`src/swnr_pkg.sv`:
```
`timescale 1ns / 1ps
// ----------------------------------------------------------------------------
// swnr_pkg
// Shared constants, types and codes of the sliding window negative rank filter.
// ----------------------------------------------------------------------------
package swnr_pkg;

  // sizing
  localparam int MAX_WINDOW  = 256;
  localparam int SAMPLE_BITS = 8;
  localparam int CFG_W       = 9;
  localparam int CFG_IDX_W   = 2;
  localparam int SLOT_W      = (MAX_WINDOW > 1) ? $clog2(MAX_WINDOW) : 1;
  localparam int FILL_W      = $clog2(MAX_WINDOW + 1);
  localparam int IDX_W       = ($clog2(MAX_WINDOW) > CFG_W) ? $clog2(MAX_WINDOW) : CFG_W;
  localparam int DATA_W      = ((SAMPLE_BITS + 7) / 8) * 8;

  // rank select tree
  localparam int GROUP       = 16;
  localparam int NGROUPS     = (MAX_WINDOW + GROUP - 1) / GROUP;

  // register indexes
  localparam logic [CFG_IDX_W-1:0] REG_WINDOW_SIZE = 2'd0;
  localparam logic [CFG_IDX_W-1:0] REG_RANK        = 2'd1;

  typedef logic signed [SAMPLE_BITS-1:0] sample_t;

  // command broadcast to every cell of the row
  typedef struct packed {
    logic    clr;
    logic    del;
    logic    ins;
    sample_t key;
  } swnr_ctl_t;

  // sequencer states
  typedef enum logic [4:0] {
    S_IDLE = 5'b00001,
    S_DEL  = 5'b00010,
    S_INS  = 5'b00100,
    S_TREE = 5'b01000,
    S_OUT  = 5'b10000
  } swnr_state_t;

endpackage

```
`src/swnr_cell.sv`:
```
`timescale 1ns / 1ps
// ----------------------------------------------------------------------------
// swnr_cell
// One slot of the sorted sample row: deletes by shifting from the right and
// inserts by shifting from the left, talking only to its two neighbors.
// ----------------------------------------------------------------------------
module swnr_cell (
  input  logic                clk,
  input  logic                rst,
  input  swnr_pkg::swnr_ctl_t ctl,
  input  swnr_pkg::sample_t   left_val,
  input  logic                left_vld,
  input  logic                left_ge,
  input  swnr_pkg::sample_t   right_val,
  input  logic                right_vld,
  output swnr_pkg::sample_t   val,
  output logic                vld,
  output logic                ge
);

  swnr_pkg::sample_t val_next;
  logic              vld_next;
  logic              shift_del;

  // position tests against the broadcast key
  always_comb begin
    shift_del = vld && (val >= ctl.key);
    ge        = !vld || (val > ctl.key);
  end

  // next cell contents
  always_comb begin
    val_next = val;
    vld_next = vld;
    if (ctl.clr) begin
      vld_next = 1'b0;
    end else if (ctl.del && shift_del) begin
      val_next = right_val;
      vld_next = right_vld;
    end else if (ctl.ins && ge) begin
      if (left_ge) begin
        val_next = left_val;
        vld_next = left_vld;
      end else begin
        val_next = ctl.key;
        vld_next = 1'b1;
      end
    end
  end

  always_ff @(posedge clk) begin
    if (rst) begin
      vld <= 1'b0;
    end else begin
      vld <= vld_next;
    end
  end

  always_ff @(posedge clk) begin
    val <= val_next;
  end

endmodule

```
`config.mk`:
```
export PLATFORM = sky130hd
export DESIGN_NAME = swnr_cell
export DESIGN_NICKNAME = d
export VERILOG_FILES = /design/src/swnr_pkg.sv /design/src/swnr_cell.sv
export SDC_FILE = /design/constraint.sdc
export NUM_CORES = 1
export LEC_CHECK = 0
export ABC_CLOCK_PERIOD_IN_PS = 3300
export BUFFER_PORTS_ARGS = -buffer_cell sky130_fd_sc_hd__clkbuf_2
export CORE_ASPECT_RATIO = 0.8
export CORE_MARGIN = 5
export CORE_UTILIZATION = 48
export DETAILED_ROUTE_END_ITERATION = 8
export PLACE_DENSITY_LB_ADDON = 0.3
export REMOVE_ABC_BUFFERS = 1
export SYNTH_ARGS = -nofsm -noshare
export SYNTH_HDL_FRONTEND = slang
export SYNTH_SLANG_ARGS = --single-unit
export TNS_END_PERCENT = 30
```
`constraint.sdc`:
```
create_clock -name clk -period 3.3 [get_ports clk]
set_input_delay 0.66 -clock clk [delete_from_list [all_inputs] [get_ports clk]]
set_output_delay 0.66 -clock clk [all_outputs]
set_load 0.01 [all_outputs]
```
## Yosys cells after proc, flatten, opt, wreduce, memory -nomap -nowiden

Cells that the tools add are included.

| word-level totals | value |
|---|---|
| register bits | 9 |

| cells by class | value |
|---|---|
| order comparisons | 2 |
| mux-type cells | 6 |
| bitwise gates (word level) | 1 |
| reduce and logical (&&, ||, !) cells | 8 |

Operator list:

| operator | number |
|---|---|
| $mux 8 | 3 |
| $ge 8x8->1 | 1 |
| $gt 8x8->1 | 1 |
| $logic_and 1x1->1 | 3 |
| $mux 1 | 3 |
| $reduce_and 2->1 | 1 |
| $reduce_bool 2->1 | 1 |
| $reduce_or 2->1 | 1 |
| $logic_not 1->1 | 1 |
| $logic_or 1x1->1 | 1 |
| $not 1->1 | 1 |

## Longest topological paths before layout

| logic depth | value |
|---|---|
| depth in word-level cells | 5 |
| gate-level depth with buffers | 8 |
| gate-level depth less buffers | 7 |

## Worst setup path after synthesis

OpenSTA, ideal clock, no wires.

| timing | value |
|---|---|
| path type | input to output |
| start | input port ctl[0] (netlist bit) |
| end | output port ge |
| data arrival time | 1.935 ns |
| data required time | 2.640 ns |
| path slack | 0.705 ns |
| stages | 6 |
| path buffers | 1 |
| cell sequence | ha_1 nand2b_1 a21o_1 a2111oi_4 buf_6 o21ai_1 |

| on the way | value |
|---|---|
| cells in the longest elaborated chain, start to end | 2 |

RTL lines:

| element | RTL line | source |
|---|---|---|
| from (decl) | swnr_cell.sv:10 | `input swnr_pkg::swnr_ctl_t ctl,` |
| $gt 8x8->1 | swnr_cell.sv:28 | `ge = !vld \|\| (val > ctl.key);` |
| $logic_or 1x1->1 | swnr_cell.sv:28 |  |
| to (decl) | swnr_cell.sv:18 | `output logic ge` |

No other way between the ends.

## Worst setup path in the final report

Ends and elaborated chain as after synthesis.

==> metrics <==
worst-path fanout max 6; area share of the largest cell type after synthesis 28.0%; met1 Track Usage GR a little over 20%; Max Cap Viol 0; most used cell, CP clkbuf_2; post-synthesis cell type count 30; period utilisation layout 85.3%; Iter 0 DRT Violations 12; RR Startpoint val[0]$_DFFE_PP_; logic gate share of total power 37.4%; Max stage delay on crit path between 0.4 and 0.5 ns; GR Util All Layers approximately 17%; HP Class in -> reg; sequential share of power 38.7%; core area approximately 0.0017 sq mm; DR vias 793; vias in the first global route 834; ANT cells 0; final setup fails 0; post-route ant nets 0; HPWL Detailed 1780 microns; Worst Max-Slew Pin Slew 0.509 ns; share of cells above drive strength 1 46.9%; CTS Buf Count 3; synthesis-to-finish area growth 28.4%; later-pin clock latency in the skew report between 0.2 and 0.3 ns; Hold-fix buffers, CTS 0; Max Clk Rate 355 MHz; Syn. warnings 0; Post-Syn Area 858 sq um; Slew headroom 66.1%; WL per Instance between 10 and 15 microns; die width between 50 and 60 microns; CTS root buf clkbuf_4; total setup buffers inserted after CTS 0; power per cell area about 340 mW/mm^2; global route overflow 0; drt first pass iters 4; setup_tns 0 ns; port buffer count 41; P_leak 0.530 nW; HP Start right_val[1]; Top delay family on crit path compound AO/OA/AOI/OAI gates; busiest layer in global routing met2; initial antenna violation count 0; Post-DP Area between 0.001 and 0.0015 sq mm; status finished, final reports clean; first-pass GRT wire length approximately 3500 microns; Max clock buf depth 2; RSZ-0062 raised after global routing no; initial core utilization about half; most frequent cells in the layout clkbuf_2 (41), inv_1 (9), nor3_1 (9); Sw Ratio 33.5%; cell taking the most area after synthesis edfxtp_1; Die Area 0.00274 sq mm; clock slew at reported path FFs around 0.060 ns; Slew Viols, Final 0; cell area after layout 0.00110 sq mm; CP Data Required Time 2.64 ns; post-cts resize count 0; Via density 5.22; CTS tree done; final net count 171; M2 GR Usage 30.3%; WP buf/inv 2; H-tree depth 1; CP arrival approximately 2.2 ns; flops & latches, synth 9; crit path kind in -> out; Die Span Y 47.8 microns; crit end category output pin; critical path launch point type input pin; Period minus WS final around 2.8 ns; CP max stage cell a2111oi_4; Clock power frac between 20% and 30%; pin count of the biggest net entering global routing 12; Mapped Cells 86; drt drc 0; critical path, cell by cell clkbuf_2, ha_1, nand2b_1, a21o_1, a2111oi_4, o21ai_1, clkbuf_2; synth top area cells edfxtp_1 (28%), ha_1 (12%), mux2i_1 (9.3%); sequential share of the synthesized area 30.3%; Critical path origin ctl[0]; clk sink count 9; maximum vdd drop 0.238 mV; routing usage on met3 4.31%; Synth Area per Inst 9.98 sq um; commonest non-fill, non-tap cell in the layout clkbuf_2; Hold Vio Cnt, Final 0; Ports 42; Worst Skew 0.00459 ns; gpl congestion around 0.88; NetSw 126 uW; Total Wirelength 2130 microns; # rows 13; cell internal pwr about 250 uW
-- synthesized netlist by cell type (all sizes together) --
cell / count
nand2b: 2
o2bb2ai: 1
mux2i: 8
or3: 1
a21oi: 13
nor2b: 3
edfxtp: 8
o21ai: 4
o211ai: 1
nor2: 4
ha: 8
buf: 4
nand4: 2
a2111oi: 2
nand3: 1
nor3: 9
inv: 9
or2: 1
or4b: 1
dfxtp: 1
a21o: 1
nand2: 2
-- kinds of logic (layout without fill, tap and decap cells) --
group / after synthesis / after routing / synth area share, %
compound gates: 22 / 22 / 21.0
fa+ha+maj: 8 / 8 / 11.7
buf+inv: 13 / 57 / 8.31
flops: 9 / 9 / 30.3
mux: 8 / 8 / 9.33
simple gates: 26 / 26 / 19.4
-- worst register-to-register path, stage by stage, from the launching register on --
cell	delay, ns
edfxtp_1	0.39
inv_1	0.07
ha_1	0.22
nand2b_1	0.14
a21o_1	0.21
a2111oi_4	0.49
or2_1	0.49
a21oi_2	0.10
-- area by class of cell --
class	instances	area, sq um
clock buffer	4	26.3
inverter	9	33.8
fill	152	557
sequential	9	260
tap	22	27.5
timing repair buffer	44	228
multi-input combinational	64	527
-- metal layers --
layer	up-vias	routed length, microns
li1	407	-
met1	350	939
met2	34	1020
met3	2	151
met4	0	23
met5	-	0
-- stage by stage --
step	util, %	setup slack, ns	cells	power (mW)	hold slack, ns
CTS	66.4	0.486	152	0.378	0.722
global route	66.4	0.364	152	0.402	0.726
floorplan	-	0.592	82	0.233	0.720
finish	66.4	0.485	152	0.377	0.720
detailed placement	64.9	0.489	148	0.290	0.772
global placement	64.9	0.495	148	0.286	0.710
-- worst paths after layout --
| check | endpoint | slack (ns) | depth (start not counted) |
|---|---|---|---|
| worst min register to register | vld$_SDFFE_PP0P_ | 0.79 | 3 |
| worst min-delay path | val[1]$_DFFE_PP_ | 0.72 | 3 |
| worst max-delay path | ge | 0.48 | 7 |
| worst max register to register | val[2]$_DFFE_PP_ | 0.93 | 7 |
-- registers in the layout (all words and copies together), names as in the netlist --
register  count
val           8
vld           1
-- power by group through the flow --
stage          combinational (mW)  sequential (mW)  clock, mW
3_5_place_dp                0.141            0.148          0
3_3_place_gp                0.138            0.148          0
4_1_cts                     0.142            0.146     0.0900
2_1_floorplan              0.0805            0.153          0
5_1_grt                     0.155            0.148     0.0993
6_report                    0.141            0.146     0.0902
No activity file was read; power rests on OpenSTA's default activity.
